## src/rtl/oupi_pkg.sv

```systemverilog
// ----------------------------------------------------------------------------
// oupi_pkg
// Shared types, constants and helper functions of the offset-point unicycle
// pose integrator.
// ----------------------------------------------------------------------------
`default_nettype none

package oupi_pkg;

    // CORDIC iteration count, capped at the length of the arctangent table
    localparam int CORDIC_STEPS = 16;
    localparam int ATAN_LEN     = 24;
    localparam int CORD_ITERS   = (CORDIC_STEPS > ATAN_LEN) ? ATAN_LEN : CORDIC_STEPS;
    localparam int CNT_W        = 5;

    // Datapath widths
    localparam int CORD_W  = 34;            // Q2.30 plus guard bits
    localparam int C16_W   = 18;            // cos/sin rounded to Q.16
    localparam int W16_W   = 19;            // turn rate in Q.16 radians
    localparam int BW_W    = 35;            // b*w in Q.28
    localparam int MUL_A_W = 36;
    localparam int MUL_B_W = 20;
    localparam int PROD_W  = MUL_A_W + MUL_B_W;
    localparam int ACC_W   = PROD_W;

    // Arithmetic constants
    localparam logic signed [CORD_W-1:0]  GAIN_Q30    = 34'sd652032874;
    localparam logic signed [CORD_W-1:0]  QUARTER_TURN = 34'sd1073741824;
    localparam logic signed [CORD_W-1:0]  HALF_TURN   = 34'sd2147483648;
    localparam logic signed [MUL_B_W-1:0] TWO_PI_Q16  = 20'sd411775;
    localparam logic signed [ACC_W-1:0]   SAT_HI      = ACC_W'(64'sh0000_0000_7FFF_FFFF);
    localparam logic signed [ACC_W-1:0]   SAT_LO      = ACC_W'(-64'sd2147483648);

    // Configuration register map
    localparam int CFG_IDX_W = 2;
    localparam logic [CFG_IDX_W-1:0] CFG_OFFSET_B  = 2'd0;
    localparam logic [CFG_IDX_W-1:0] CFG_STEP_TIME = 2'd1;
    localparam logic [15:0] STEP_TIME_RST = 16'd6554;

    // Main sequencer
    typedef enum logic [3:0] {
        ST_IDLE = 4'b0001,
        ST_CORD = 4'b0010,
        ST_MUL  = 4'b0100,
        ST_DONE = 4'b1000
    } state_t;

    // Multiply phase steps, one shared multiplier
    typedef enum logic [8:0] {
        M_RND  = 9'b000000001,
        M_CV   = 9'b000000010,
        M_SBW  = 9'b000000100,
        M_SV   = 9'b000001000,
        M_CBW  = 9'b000010000,
        M_VXDT = 9'b000100000,
        M_POSX = 9'b001000000,
        M_VYDT = 9'b010000000,
        M_POSY = 9'b100000000
    } mstep_t;

    // atan(2^-i) as a 32-bit binary angle
    function automatic logic signed [CORD_W-1:0] atan_turn(input logic [CNT_W-1:0] i);
        logic signed [CORD_W-1:0] a;
        case (i)
            5'd0:    a = 34'sh20000000;
            5'd1:    a = 34'sh12E4051E;
            5'd2:    a = 34'sh09FB385B;
            5'd3:    a = 34'sh051111D4;
            5'd4:    a = 34'sh028B0D43;
            5'd5:    a = 34'sh0145D7E1;
            5'd6:    a = 34'sh00A2F61E;
            5'd7:    a = 34'sh00517C55;
            5'd8:    a = 34'sh0028BE53;
            5'd9:    a = 34'sh00145F2F;
            5'd10:   a = 34'sh000A2F98;
            5'd11:   a = 34'sh000517CC;
            5'd12:   a = 34'sh00028BE6;
            5'd13:   a = 34'sh000145F3;
            5'd14:   a = 34'sh0000A2FA;
            5'd15:   a = 34'sh0000517D;
            5'd16:   a = 34'sh000028BE;
            5'd17:   a = 34'sh0000145F;
            5'd18:   a = 34'sh00000A30;
            5'd19:   a = 34'sh00000518;
            5'd20:   a = 34'sh0000028C;
            5'd21:   a = 34'sh00000146;
            5'd22:   a = 34'sh000000A3;
            5'd23:   a = 34'sh00000051;
            default: a = '0;
        endcase
        return a;
    endfunction

    // Clamp to the signed 32-bit range
    function automatic logic signed [31:0] sat32(input logic signed [ACC_W-1:0] v);
        logic signed [31:0] r;
        if (v > SAT_HI)
            r = 32'sh7FFF_FFFF;
        else if (v < SAT_LO)
            r = 32'sh8000_0000;
        else
            r = v[31:0];
        return r;
    endfunction

endpackage

`default_nettype wire

```

## src/rtl/oupi_if.sv

```systemverilog
// ----------------------------------------------------------------------------
// oupi_if
// Valid/ready channels of the pose integrator: sample in, pose out, and the
// configuration write channel.
// ----------------------------------------------------------------------------
`default_nettype none

interface oupi_in_if;
    logic               valid;
    logic               ready;
    logic               start_req;
    logic signed [15:0] speed;
    logic signed [15:0] turn;

    modport source (output valid, start_req, speed, turn, input ready);
    modport sink   (input valid, start_req, speed, turn, output ready);
endinterface

interface oupi_out_if;
    logic               valid;
    logic               ready;
    logic signed [31:0] pos_x;
    logic signed [31:0] pos_y;
    logic        [15:0] heading;
    logic signed [31:0] vel_x;
    logic signed [31:0] vel_y;

    modport source (output valid, pos_x, pos_y, heading, vel_x, vel_y, input ready);
    modport sink   (input valid, pos_x, pos_y, heading, vel_x, vel_y, output ready);
endinterface

interface oupi_cfg_if;
    logic        valid;
    logic        ready;
    logic [1:0]  index;
    logic [15:0] data;

    modport source (output valid, index, data, input ready);
    modport sink   (input valid, index, data, output ready);
endinterface

`default_nettype wire

```

## src/rtl/offset_unicycle_pose_integrator.sv

```systemverilog
// ----------------------------------------------------------------------------
// offset_unicycle_pose_integrator
// Dead reckoning of an offset control point: heading update, CORDIC sin/cos,
// velocity of the control point and saturating position integration.
// ----------------------------------------------------------------------------
// One sample beat is taken at a time. A normal sample runs through the iterative
// CORDIC rotator, then nine steps of the single shared 36x20 multiplier, then
// hands over the pose beat, waiting until it is taken, and returns to idle.
// The turn-rate and b*w products are formed on the multiplier while the CORDIC
// runs. A start beat clears the pose and returns it in the next cycle.
// Configuration writes are always accepted and must only be issued while no
// sample is in flight.
// ----------------------------------------------------------------------------
`default_nettype none

module offset_unicycle_pose_integrator
    import oupi_pkg::*;
(
    input  wire logic  clk,
    input  wire logic  rst_n,
    oupi_in_if.sink    sample,
    oupi_out_if.source pose,
    oupi_cfg_if.sink   cfg
);

    // Steps of the CORDIC phase at which the multiplier builds w and b*w
    localparam logic [CNT_W-1:0] CS_W_MUL   = CNT_W'(0);
    localparam logic [CNT_W-1:0] CS_W_TAKE  = CNT_W'(1);
    localparam logic [CNT_W-1:0] CS_BW_MUL  = CNT_W'(2);
    localparam logic [CNT_W-1:0] CS_BW_TAKE = CNT_W'(3);
    localparam logic [CNT_W-1:0] CS_LAST    = CNT_W'(CORD_ITERS - 1);

    // Control and state registers
    state_t                    state_reg,   state_next;
    mstep_t                    mstep_reg,   mstep_next;
    logic [CNT_W-1:0]          cnt_reg,     cnt_next;
    logic signed [31:0]        cur_x_reg,   cur_x_next;
    logic signed [31:0]        cur_y_reg,   cur_y_next;
    logic        [15:0]        cur_hd_reg,  cur_hd_next;
    logic signed [15:0]        off_b_reg,   off_b_next;
    logic        [15:0]        dt_reg,      dt_next;

    // Datapath registers
    logic signed [15:0]        speed_reg,   speed_next;
    logic signed [15:0]        turn_reg,    turn_next;
    logic signed [CORD_W-1:0]  x_reg,       x_next;
    logic signed [CORD_W-1:0]  y_reg,       y_next;
    logic signed [CORD_W-1:0]  z_reg,       z_next;
    logic                      flip_reg,    flip_next;
    logic signed [W16_W-1:0]   w16_reg,     w16_next;
    logic signed [BW_W-1:0]    bw_reg,      bw_next;
    logic signed [C16_W-1:0]   c16_reg,     c16_next;
    logic signed [C16_W-1:0]   s16_reg,     s16_next;
    logic signed [ACC_W-1:0]   accx_reg,    accx_next;
    logic signed [ACC_W-1:0]   accy_reg,    accy_next;
    logic signed [31:0]        vx_reg,      vx_next;
    logic signed [31:0]        vy_reg,      vy_next;
    logic signed [PROD_W-1:0]  prod_reg,    prod_next;

    // Combinational helpers
    logic signed [MUL_A_W-1:0] mul_a;
    logic signed [MUL_B_W-1:0] mul_b;
    logic        [15:0]        hd_sum;
    logic signed [CORD_W-1:0]  z_init;
    logic signed [CORD_W-1:0]  dx, dy, ang;
    logic signed [CORD_W-1:0]  cx, sy;
    logic signed [CORD_W-1:0]  c_rnd, s_rnd;
    logic signed [PROD_W-1:0]  w_rnd;
    logic signed [ACC_W-1:0]   vx_rnd, vy_rnd;
    logic signed [PROD_W-1:0]  dpos;
    logic signed [ACC_W-1:0]   pos_sum_x, pos_sum_y;
    logic                      in_beat, out_beat;

    assign in_beat  = sample.valid && sample.ready;
    assign out_beat = pose.valid && pose.ready;

    // Heading update and the unfolded CORDIC start angle
    assign hd_sum = cur_hd_reg + sample.turn;
    assign z_init = CORD_W'(signed'({hd_sum, 16'h0000}));

    // CORDIC micro-rotation terms
    assign dx  = y_reg >>> cnt_reg;
    assign dy  = x_reg >>> cnt_reg;
    assign ang = atan_turn(cnt_reg);

    // Undo the half-turn fold, then round Q2.30 to Q.16
    assign cx    = flip_reg ? -x_reg : x_reg;
    assign sy    = flip_reg ? -y_reg : y_reg;
    assign c_rnd = (cx + CORD_W'(34'sd8192)) >>> 14;
    assign s_rnd = (sy + CORD_W'(34'sd8192)) >>> 14;

    // Rounding of the shared multiplier output
    assign w_rnd     = (prod_reg + PROD_W'(64'sd32768)) >>> 16;
    assign dpos      = (prod_reg + PROD_W'(64'sd32768)) >>> 16;
    assign vx_rnd    = (accx_reg + ACC_W'(64'sd134217728)) >>> 28;
    assign vy_rnd    = (accy_reg + ACC_W'(64'sd134217728)) >>> 28;
    assign pos_sum_x = ACC_W'(cur_x_reg) + dpos;
    assign pos_sum_y = ACC_W'(cur_y_reg) + dpos;

    // Shared multiplier operand selection
    always_comb
    begin
        mul_a = '0;
        mul_b = '0;
        if (state_reg == ST_CORD)
        begin
            if (cnt_reg == CS_W_MUL)
            begin
                mul_a = MUL_A_W'(turn_reg);
                mul_b = TWO_PI_Q16;
            end
            else if (cnt_reg == CS_BW_MUL)
            begin
                mul_a = MUL_A_W'(w16_reg);
                mul_b = MUL_B_W'(off_b_reg);
            end
        end
        else if (state_reg == ST_MUL)
        begin
            case (mstep_reg)
                M_CV:
                begin
                    mul_a = MUL_A_W'(c16_reg);
                    mul_b = MUL_B_W'(speed_reg);
                end
                M_SBW:
                begin
                    mul_a = MUL_A_W'(bw_reg);
                    mul_b = MUL_B_W'(s16_reg);
                end
                M_SV:
                begin
                    mul_a = MUL_A_W'(s16_reg);
                    mul_b = MUL_B_W'(speed_reg);
                end
                M_CBW:
                begin
                    mul_a = MUL_A_W'(bw_reg);
                    mul_b = MUL_B_W'(c16_reg);
                end
                M_VXDT:
                begin
                    mul_a = MUL_A_W'(vx_reg);
                    mul_b = {4'b0000, dt_reg};
                end
                M_VYDT:
                begin
                    mul_a = MUL_A_W'(vy_reg);
                    mul_b = {4'b0000, dt_reg};
                end
                default:
                begin
                    mul_a = '0;
                    mul_b = '0;
                end
            endcase
        end
    end

    assign prod_next = mul_a * mul_b;

    // Sequencer and datapath next state
    always_comb
    begin
        state_next  = state_reg;
        mstep_next  = mstep_reg;
        cnt_next    = cnt_reg;
        cur_x_next  = cur_x_reg;
        cur_y_next  = cur_y_reg;
        cur_hd_next = cur_hd_reg;
        off_b_next  = off_b_reg;
        dt_next     = dt_reg;
        speed_next  = speed_reg;
        turn_next   = turn_reg;
        x_next      = x_reg;
        y_next      = y_reg;
        z_next      = z_reg;
        flip_next   = flip_reg;
        w16_next    = w16_reg;
        bw_next     = bw_reg;
        c16_next    = c16_reg;
        s16_next    = s16_reg;
        accx_next   = accx_reg;
        accy_next   = accy_reg;
        vx_next     = vx_reg;
        vy_next     = vy_reg;

        // Register writes; unknown indexes are dropped
        if (cfg.valid && cfg.ready)
        begin
            unique case (cfg.index)
                CFG_OFFSET_B:  off_b_next = cfg.data;
                CFG_STEP_TIME: dt_next    = cfg.data;
                default:       ;
            endcase
        end

        unique case (state_reg)
            ST_IDLE:
            begin
                if (in_beat)
                begin
                    if (sample.start_req)
                    begin
                        cur_x_next  = '0;
                        cur_y_next  = '0;
                        cur_hd_next = '0;
                        vx_next     = '0;
                        vy_next     = '0;
                        state_next  = ST_DONE;
                    end
                    else
                    begin
                        speed_next  = sample.speed;
                        turn_next   = sample.turn;
                        cur_hd_next = hd_sum;
                        x_next      = GAIN_Q30;
                        y_next      = '0;
                        cnt_next    = '0;
                        if (z_init > QUARTER_TURN)
                        begin
                            z_next    = z_init - HALF_TURN;
                            flip_next = 1'b1;
                        end
                        else if (z_init < -QUARTER_TURN)
                        begin
                            z_next    = z_init + HALF_TURN;
                            flip_next = 1'b1;
                        end
                        else
                        begin
                            z_next    = z_init;
                            flip_next = 1'b0;
                        end
                        state_next  = ST_CORD;
                    end
                end
            end

            ST_CORD:
            begin
                // one rotation per cycle
                if (!z_reg[CORD_W-1])
                begin
                    x_next = x_reg - dx;
                    y_next = y_reg + dy;
                    z_next = z_reg - ang;
                end
                else
                begin
                    x_next = x_reg + dx;
                    y_next = y_reg - dy;
                    z_next = z_reg + ang;
                end
                // w and b*w ride along on the idle multiplier
                if (cnt_reg == CS_W_TAKE)
                    w16_next = w_rnd[W16_W-1:0];
                if (cnt_reg == CS_BW_TAKE)
                    bw_next = prod_reg[BW_W-1:0];
                if (cnt_reg == CS_LAST)
                begin
                    mstep_next = M_RND;
                    state_next = ST_MUL;
                end
                else
                begin
                    cnt_next = cnt_reg + CNT_W'(1);
                end
            end

            ST_MUL:
            begin
                mstep_next = mstep_t'(mstep_reg << 1);
                case (mstep_reg)
                    M_RND:
                    begin
                        c16_next = c_rnd[C16_W-1:0];
                        s16_next = s_rnd[C16_W-1:0];
                    end
                    M_CV:   ;
                    M_SBW:  accx_next = prod_reg <<< 16;
                    M_SV:   accx_next = accx_reg - prod_reg;
                    M_CBW:
                    begin
                        accy_next = prod_reg <<< 16;
                        vx_next   = sat32(vx_rnd);
                    end
                    M_VXDT: accy_next = accy_reg + prod_reg;
                    M_POSX:
                    begin
                        cur_x_next = sat32(pos_sum_x);
                        vy_next    = sat32(vy_rnd);
                    end
                    M_VYDT: ;
                    M_POSY:
                    begin
                        cur_y_next = sat32(pos_sum_y);
                        mstep_next = M_RND;
                        state_next = ST_DONE;
                    end
                    default: mstep_next = M_RND;
                endcase
            end

            ST_DONE:
            begin
                if (out_beat)
                    state_next = ST_IDLE;
            end

            default: state_next = ST_IDLE;
        endcase
    end

    // Control and pose state
    always_ff @(posedge clk or negedge rst_n)
    begin
        if (!rst_n)
        begin
            state_reg  <= ST_IDLE;
            mstep_reg  <= M_RND;
            cnt_reg    <= '0;
            cur_x_reg  <= '0;
            cur_y_reg  <= '0;
            cur_hd_reg <= '0;
            off_b_reg  <= '0;
            dt_reg     <= STEP_TIME_RST;
        end
        else
        begin
            state_reg  <= state_next;
            mstep_reg  <= mstep_next;
            cnt_reg    <= cnt_next;
            cur_x_reg  <= cur_x_next;
            cur_y_reg  <= cur_y_next;
            cur_hd_reg <= cur_hd_next;
            off_b_reg  <= off_b_next;
            dt_reg     <= dt_next;
        end
    end

    // Datapath registers, no reset
    always_ff @(posedge clk)
    begin
        speed_reg <= speed_next;
        turn_reg  <= turn_next;
        x_reg     <= x_next;
        y_reg     <= y_next;
        z_reg     <= z_next;
        flip_reg  <= flip_next;
        w16_reg   <= w16_next;
        bw_reg    <= bw_next;
        c16_reg   <= c16_next;
        s16_reg   <= s16_next;
        accx_reg  <= accx_next;
        accy_reg  <= accy_next;
        vx_reg    <= vx_next;
        vy_reg    <= vy_next;
        prod_reg  <= prod_next;
    end

    // Ports
    assign sample.ready = (state_reg == ST_IDLE);
    assign cfg.ready    = 1'b1;
    assign pose.valid   = (state_reg == ST_DONE);
    assign pose.pos_x   = cur_x_reg;
    assign pose.pos_y   = cur_y_reg;
    assign pose.heading = cur_hd_reg;
    assign pose.vel_x   = vx_reg;
    assign pose.vel_y   = vy_reg;

    // Checks
    a_start_zero: assert property (@(posedge clk) disable iff (!rst_n)
        (in_beat && sample.start_req) |=>
            (pose.valid && pose.pos_x == 0 && pose.pos_y == 0 && pose.heading == 0
             && pose.vel_x == 0 && pose.vel_y == 0))
        else $error("start beat did not return a zero pose");

    a_heading_step: assert property (@(posedge clk) disable iff (!rst_n)
        (in_beat && !sample.start_req) |=>
            (state_reg == ST_CORD && cnt_reg == '0
             && cur_hd_reg == $past(cur_hd_reg + sample.turn)))
        else $error("sample beat did not advance the heading");

    a_cord_count: assert property (@(posedge clk) disable iff (!rst_n)
        (state_reg == ST_CORD) |-> (cnt_reg <= CS_LAST))
        else $error("CORDIC step count overran");

    a_no_overlap: assert property (@(posedge clk) disable iff (!rst_n)
        !(sample.ready && pose.valid))
        else $error("sample taken while a pose beat is pending");

endmodule

`default_nettype wire

```

## src/flat_wrapper.sv

```systemverilog
// flat-port wrapper written by rule: the top's interface ports become plain ports
module offset_unicycle_pose_integrator_flat import oupi_pkg::*;
  (clk, rst_n, sample_valid, sample_start_req, sample_speed, sample_turn, sample_ready, pose_valid, pose_pos_x, pose_pos_y, pose_heading, pose_vel_x, pose_vel_y, pose_ready, cfg_valid, cfg_index, cfg_data, cfg_ready);
  oupi_in_if sample_i ();
  oupi_out_if pose_i ();
  oupi_cfg_if cfg_i ();
  input  wire logic clk;
  input  wire logic rst_n;
  input wire logic [$bits(sample_i.valid)-1:0] sample_valid;
  input wire logic [$bits(sample_i.start_req)-1:0] sample_start_req;
  input wire logic [$bits(sample_i.speed)-1:0] sample_speed;
  input wire logic [$bits(sample_i.turn)-1:0] sample_turn;
  output wire logic [$bits(sample_i.ready)-1:0] sample_ready;
  output wire logic [$bits(pose_i.valid)-1:0] pose_valid;
  output wire logic [$bits(pose_i.pos_x)-1:0] pose_pos_x;
  output wire logic [$bits(pose_i.pos_y)-1:0] pose_pos_y;
  output wire logic [$bits(pose_i.heading)-1:0] pose_heading;
  output wire logic [$bits(pose_i.vel_x)-1:0] pose_vel_x;
  output wire logic [$bits(pose_i.vel_y)-1:0] pose_vel_y;
  input wire logic [$bits(pose_i.ready)-1:0] pose_ready;
  input wire logic [$bits(cfg_i.valid)-1:0] cfg_valid;
  input wire logic [$bits(cfg_i.index)-1:0] cfg_index;
  input wire logic [$bits(cfg_i.data)-1:0] cfg_data;
  output wire logic [$bits(cfg_i.ready)-1:0] cfg_ready;
  assign sample_i.valid = sample_valid;
  assign sample_i.start_req = sample_start_req;
  assign sample_i.speed = sample_speed;
  assign sample_i.turn = sample_turn;
  assign sample_ready = sample_i.ready;
  assign pose_valid = pose_i.valid;
  assign pose_pos_x = pose_i.pos_x;
  assign pose_pos_y = pose_i.pos_y;
  assign pose_heading = pose_i.heading;
  assign pose_vel_x = pose_i.vel_x;
  assign pose_vel_y = pose_i.vel_y;
  assign pose_i.ready = pose_ready;
  assign cfg_i.valid = cfg_valid;
  assign cfg_i.index = cfg_index;
  assign cfg_i.data = cfg_data;
  assign cfg_ready = cfg_i.ready;
  offset_unicycle_pose_integrator u_core (.clk(clk), .rst_n(rst_n), .sample(sample_i), .pose(pose_i), .cfg(cfg_i));
endmodule
```

## config.mk

```make
export PLATFORM = sky130hd
export DESIGN_NAME = offset_unicycle_pose_integrator_flat
export DESIGN_NICKNAME = d
export VERILOG_FILES = /design/src/rtl/oupi_pkg.sv /design/src/rtl/oupi_if.sv /design/src/rtl/offset_unicycle_pose_integrator.sv /design/src/flat_wrapper.sv
export SDC_FILE = /design/constraint.sdc
export NUM_CORES = 2
export LEC_CHECK = 0
export BUFFER_PORTS_ARGS = -buffer_cell sky130_fd_sc_hd__buf_2
export CORE_MARGIN = 2
export CORE_UTILIZATION = 38
export CTS_CLUSTER_DIAMETER = 80
export DETAILED_ROUTE_END_ITERATION = 7
export PLACE_DENSITY = 0.56
export SKIP_LAST_GASP = 1
export SLEW_MARGIN = 20
export SYNTH_ARGS = -nofsm -noshare
export SYNTH_HDL_FRONTEND = slang
export SYNTH_SLANG_ARGS = --single-unit
```

## constraint.sdc

```tcl
create_clock -name clk -period 12.78 [get_ports clk]
set_input_delay 1.917 -clock clk [delete_from_list [all_inputs] [get_ports clk]]
set_output_delay 1.917 -clock clk [all_outputs]
set_load 0.02 [all_outputs]
```

-- Word-level counts from Yosys, hierarchy flattened
Memories as Yosys holds them, arrays and structs flattened.
Cells that the tools add are included.
- flip-flop bits (word level): 587
- latch bits: 0
- memory bits (writable): 0
- memory bits (read-only): 960
- input port bits: 56
- output and inout bits: 147
- word-level logic and storage cells: 176
- memories: 1
- $add $sub $neg: 21
- multipliers: 1
- div/mod/pow operators: 0
- magnitude comparators: 10
- equal/unequal tests: 27
- shift operators: 2
- muxes and demuxes: 61
- bitwise logic cells: 1
- reductions and logical operators: 29
- memories (name ; words ; width ; read ports ; clocked after memory_dff ; write ports ; line ; source):
    (no name shown) ; 32 ; 30 ; 1 ; 0 ; 0 ; oupi_pkg.sv:64 ; case (i)
- operators with widths (kind ; number):
    $mux W32 ; 16
    $mux W34 ; 11
    $pmux W32 S2 ; 4
    $pmux W56 S2 ; 2
    $pmux W34 S2 ; 3
    $pmux W36 S5 ; 1
    $mux W36 ; 4
    $add A56 B29 Y56 const B ; 2
    $gt A56 B32 Y1 const B ; 2
    $lt A56 B32 Y1 const B ; 2
    $add A34 B34 Y34 ; 3
    $sub A34 B34 Y34 ; 3
    $add A32 B40 Y41 ; 2
    $mux W20 ; 4
    $pmux W20 S4 ; 1
    $sshr A34 B5 Y34 ; 2
    $add A32 B15 Y32 const B ; 2
    $gt A28 B32 Y1 const B ; 2
    $lt A28 B32 Y1 const B ; 2
    $neg A32 Y32 ; 2
    $add A56 B17 Y56 const B ; 1
    $add A56 B56 Y56 ; 1
    $mul A36 B20 Y56 ; 1
    $sub A56 B56 Y56 ; 1
    42 further kinds ; 78

-- Logic depth before layout (Yosys ltp)
- depth after elaboration: 7
- mapped depth: 43
- depth with buffers taken out: 38

-- Least setup slack after synthesis
No wires, ideal clock.
- path type: reg-to-reg
- start: reg u_core.mstep_reg[4]
- end: reg u_core.prod_reg[54]
- setup time: 0.125 ns
- data arrival time: 9.806 ns
- data required time: 12.655 ns
- setup slack: 2.849 ns
- stages on the path, launching flop included: 41
- buffers on the path: 5
- period minus slack after synthesis: 9.931 ns
- cells stage by stage: dfrtp_1 -> clkbuf_1 -> nor4_2 -> nor2b_1 -> nand2_1 -> nor4b_2 -> nand2b_1 -> buf_2 -> o31ai_1 -> clkbuf_1 -> buf_2 -> o22ai_1 -> clkbuf_1 -> nand2_1 -> fa_1 -> inv_1 -> fa_1 -> inv_1 -> (+5 left out) -> inv_1 -> fa_1 -> inv_1 -> fa_1 -> inv_1 -> ha_1 -> nand4_1 -> a21oi_1 -> o221a_2 -> o31ai_1 -> a21o_1 -> a2bb2oi_1 -> a2111oi_0 -> o211ai_1 -> and2_1 -> o21ai_0 -> a221oi_1 -> xnor2_1
- word-level cells in the longest chain between the ends: 6
- elaborated cells between the ends (all ways): 16
- those cells by class: 1 x mul; 6 x eq/ne; 6 x mux; 3 x reduce/logical
- RTL lines (what ; line ; source):
    start, declared ; offset_unicycle_pose_integrator.sv:35 ; mstep_t mstep_reg, mstep_next;
    start signal, assigned ; offset_unicycle_pose_integrator.sv:332 ; mstep_reg <= mstep_next;
    $eq A9 B3 Y1 (tied with other cells) ; offset_unicycle_pose_integrator.sv:120 ; case (mstep_reg)
    $reduce_or A2 Y1 (no source line) ; - ;
    $pmux W36 S5 or $pmux W20 S4 (tied branches) ; offset_unicycle_pose_integrator.sv:120 ;
    $mux W36 or $mux W20 (tied branches) ; offset_unicycle_pose_integrator.sv:118 ; else if (state_reg == ST_MUL)
    $mux W36 or $mux W20 (tied branches) ; offset_unicycle_pose_integrator.sv:105 ; if (state_reg == ST_CORD)
    $mul A36 B20 Y56 (*) ; offset_unicycle_pose_integrator.sv:160 ; assign prod_next = mul_a * mul_b;
    named net u_core.prod_next[54] ; offset_unicycle_pose_integrator.sv:58 ; logic signed [PROD_W-1:0] prod_reg, prod_next;
    end signal, assigned ; offset_unicycle_pose_integrator.sv:359 ; prod_reg <= prod_next;
    end, declared ; offset_unicycle_pose_integrator.sv:58 ;
Mark *: on every way through the listed nets, which the timed path passes. The rest lies on a longest branch.
A chain may end at the register's enable or synchronous reset.

-- Worst setup path in the final report
- start: reg u_core.mstep_reg[5]
- end: reg u_core.prod_reg[54]
Same word-level chain as after synthesis.

==> flow_summary.ini <==
[pwr]
power_leakage_nw = 34.8
ir_drop_mv = 0.236
p_seq_frac = 0.194
switchingPower_mw = 7.16
p_int_mw = 7.47
power.share.clock = 0.161
power_density_nw_per_um2 = 188
p_comb_frac = 0.645
sw_frac_of_total = 0.490

[clock_network]
clockBufferDepth = 3
clk_pin_slew_worst_paths_ps = 60
cts_tree = built
cts.sinks = 581
cts_setup_buffers = 0
ctsHoldBuffers = 0
cts_root_buf = clkbuf_16
cts_buffers = 78
post_cts_resized = 0
h-tree-depth = 3
clkLatencyLatePin_ps = 720

[setup_path]
worst_setup_path_end_kind = flop
path_common_cell = fa_1
startpoint_type = flop
path_buf_inv = 7
crit_arrival_ps = 12180
cp-startpoint = u_core.mstep_reg[5]
required_ps = 13420
slowest_stage = o21ai_1
cp_top_family = adder cells
critPathMaxStageDelay_ps = 690
r2r-start = u_core.mstep_reg[5]
path_max_fanout = 20
reg2reg_setup_slack_ps = 1230
worstSetupPathType = reg -> reg

[synthesis]
avgSynthCellArea_um2 = 8.86
synth_seq_cells = 581
ys_types = 104
synth-edff-count = 395
synth_top_area_cell = fa_1
synthTopCellsByArea = fa_1 (20%), edfxtp_1 (17%), ha_1 (8.1%)
synth.cell_area_um2 = 70900
synth.net_count = 9223
ys_seq_area_frac = 0.229
synthTopCellsByCount = inv_1 (1007), nand2_1 (836), nor2_1 (810)
synth_most_common_cell = inv_1
yosysWarnings = 0
synth_cells = 8009
synth_top_area_frac = 0.197
async_reset_ff_frac = 0.224
ys_dominant_reg_cell = edfxtp_1

[grt]
grt_pass1_wl_um = 403000
grt_pass1_vias = 59800
grt_overflow = 0
antenna_found_initial = 25
grt_max_degree = 89
grtUsageTotal = 0.285

[route]
wl_um = 274000
drc = 0
ant_nets = 0
drt-wirelength-per-cell_um = 25.7
drtIter0Drc = 5516
num_vias = 60300
avgViaCountPerCell = 5.65
detail_route.first_pass.iterations = 7

[placement]
place_area_um2 = 75200
dp_cells = 10500
portBuffers = 201
dp_hpwl_um = 220000
gp_congestion = 0.995

[final_layout]
drive_gt1_frac = 0.0973
fin_cells = 10700
final_area_um2 = 78000
area_delta_synth_final_pct = 9.95
final_nets = 9326
fillerInstances = 18700

[worst_hold_path]
worstHoldStart = u_core.dt_reg[13]
hold_class = reg -> reg

[die]
die_height_um = 436
die_w_um = 436
die_area_um2 = 190000
ios = 203
initial_utilization = 0.383
core_area_um2 = 185000
num_rows = 158

[timing]
rsz0062_at_grt = no
max_clock_freq_ghz = 0.0866
timing_max_transition_violations_final = 0
skew_ps = 37.2
worst_pin_slew_ps = 1220
fin_crit_sh = 0.904
finalHoldViolCount = 0
setup_viol = 0
slew-limit-headroom = 0.179
period_minus_slack_ps = 11550
fin_tns_setup_ps = 0
whs_ps = 508

[flow_run]
maxCapViolCount = 0

[run_status]
outcome = complete, no violations
## power groups by stage
stage          registers (mW)  clock network, mW  logic, mW
5_1_grt                  2.86               2.47       10.4
3_3_place_gp             2.86                  0       9.20
3_5_place_dp             2.86                  0       9.27
2_1_floorplan            2.65                  0       6.91
6_report                 2.84               2.36       9.44
4_1_cts                  2.83               2.40       9.35
## per-stage QoR
step	util	setup WS [ps]	total power, mW
floorplan	-	2850	9.55
global placement	0.406	1430	12.1
detailed placement	0.406	1410	12.1
CTS	0.420	1380	14.6
global route	0.421	563	15.7
finish	0.421	1230	14.6
## per-layer routing
| metal | vias to the layer above | wire length (um) | track usage |
|---|---|---|---|
| li1 | 27400 | - | - |
| met1 | 30100 | 109000 | 0.356 |
| met2 | 2287 | 128000 | 0.465 |
| met3 | 587 | 17100 | 0.0417 |
| met4 | 2 | 19900 | 0.177 |
| met5 | - | 64 | 0 |
## layout by cell type, fill, tap and decap left out, types with 41 or more instances in the layout
| cell type | n |
|---|---|
| a211oi_1 | 43 |
| a21o_1 | 210 |
| a21oi_1 | 544 |
| a22oi_1 | 49 |
| a31oi_1 | 56 |
| and2_1 | 59 |
| and3_1 | 70 |
| buf_2 | 200 |
| buf_4 | 192 |
| clkbuf_16 | 83 |
| dfrtp_1 | 116 |
| dfxtp_1 | 56 |
| edfxtp_1 | 395 |
| fa_1 | 697 |
| ha_1 | 461 |
| inv_1 | 1006 |
| mux2_2 | 65 |
| mux4_2 | 71 |
| nand2_1 | 835 |
| nand2b_1 | 50 |
| nand3_1 | 141 |
| nand4_1 | 58 |
| nor2_1 | 801 |
| nor2b_1 | 64 |
| nor3_1 | 107 |
| o21a_1 | 66 |
| o21ai_0 | 406 |
| o21bai_1 | 46 |
| or2_2 | 41 |
| xnor2_1 | 323 |
| xor2_1 | 252 |
## logic make-up after synthesis
| logic type | after synthesis | share of synthesized area |
|---|---|---|
| AO/OA/AOI/OAI | 1775 | 0.158 |
| other | 1 | 0.0000529 |
| XOR/XNOR | 577 | 0.0713 |
| flip-flops | 581 | 0.229 |
| adder cells (fa/ha/maj) | 1158 | 0.278 |
| multiplexers | 181 | 0.0409 |
| buffers and inverters | 1384 | 0.0754 |
| AND/OR/NAND/NOR | 2352 | 0.148 |
## worst paths after layout
kind | endpoint | cells past startpoint
worst max-delay path | u_core.prod_reg[54] | 36
worst min-delay path | u_core.dt_reg[13] | 1
worst max register to register | u_core.prod_reg[54] | 36
worst min register to register | u_core.dt_reg[13] | 1
max in group asynchronous | u_core.cnt_reg[0] | 2
min in group asynchronous | u_core.pose.pos_x[3] | 1
## worst reg2reg max path, delay by kind of cell, from the launching register on
kind	cells	cell delay, ps
compound gates	9	2500
simple gates	11	3000
fa+ha+maj	8	4050
flops	1	460
xor+xnor	1	170
buf+inv	7	1270
## area by class of cell
class | count | area, um^2 | share of cell area
clock inverter | 44 | 507 | 0.00650
inverter | 1012 | 3800 | 0.0487
multi-input combinational | 6044 | 49600 | 0.636
antenna | 19 | 47.5 | 0.000610
sequential | 581 | 16300 | 0.208
tap | 2480 | 3100 | 0.0398
timing repair buffer | 395 | 2500 | 0.0321
clock buffer | 101 | 2210 | 0.0283
No activity file was read; power rests on OpenSTA's default activity.
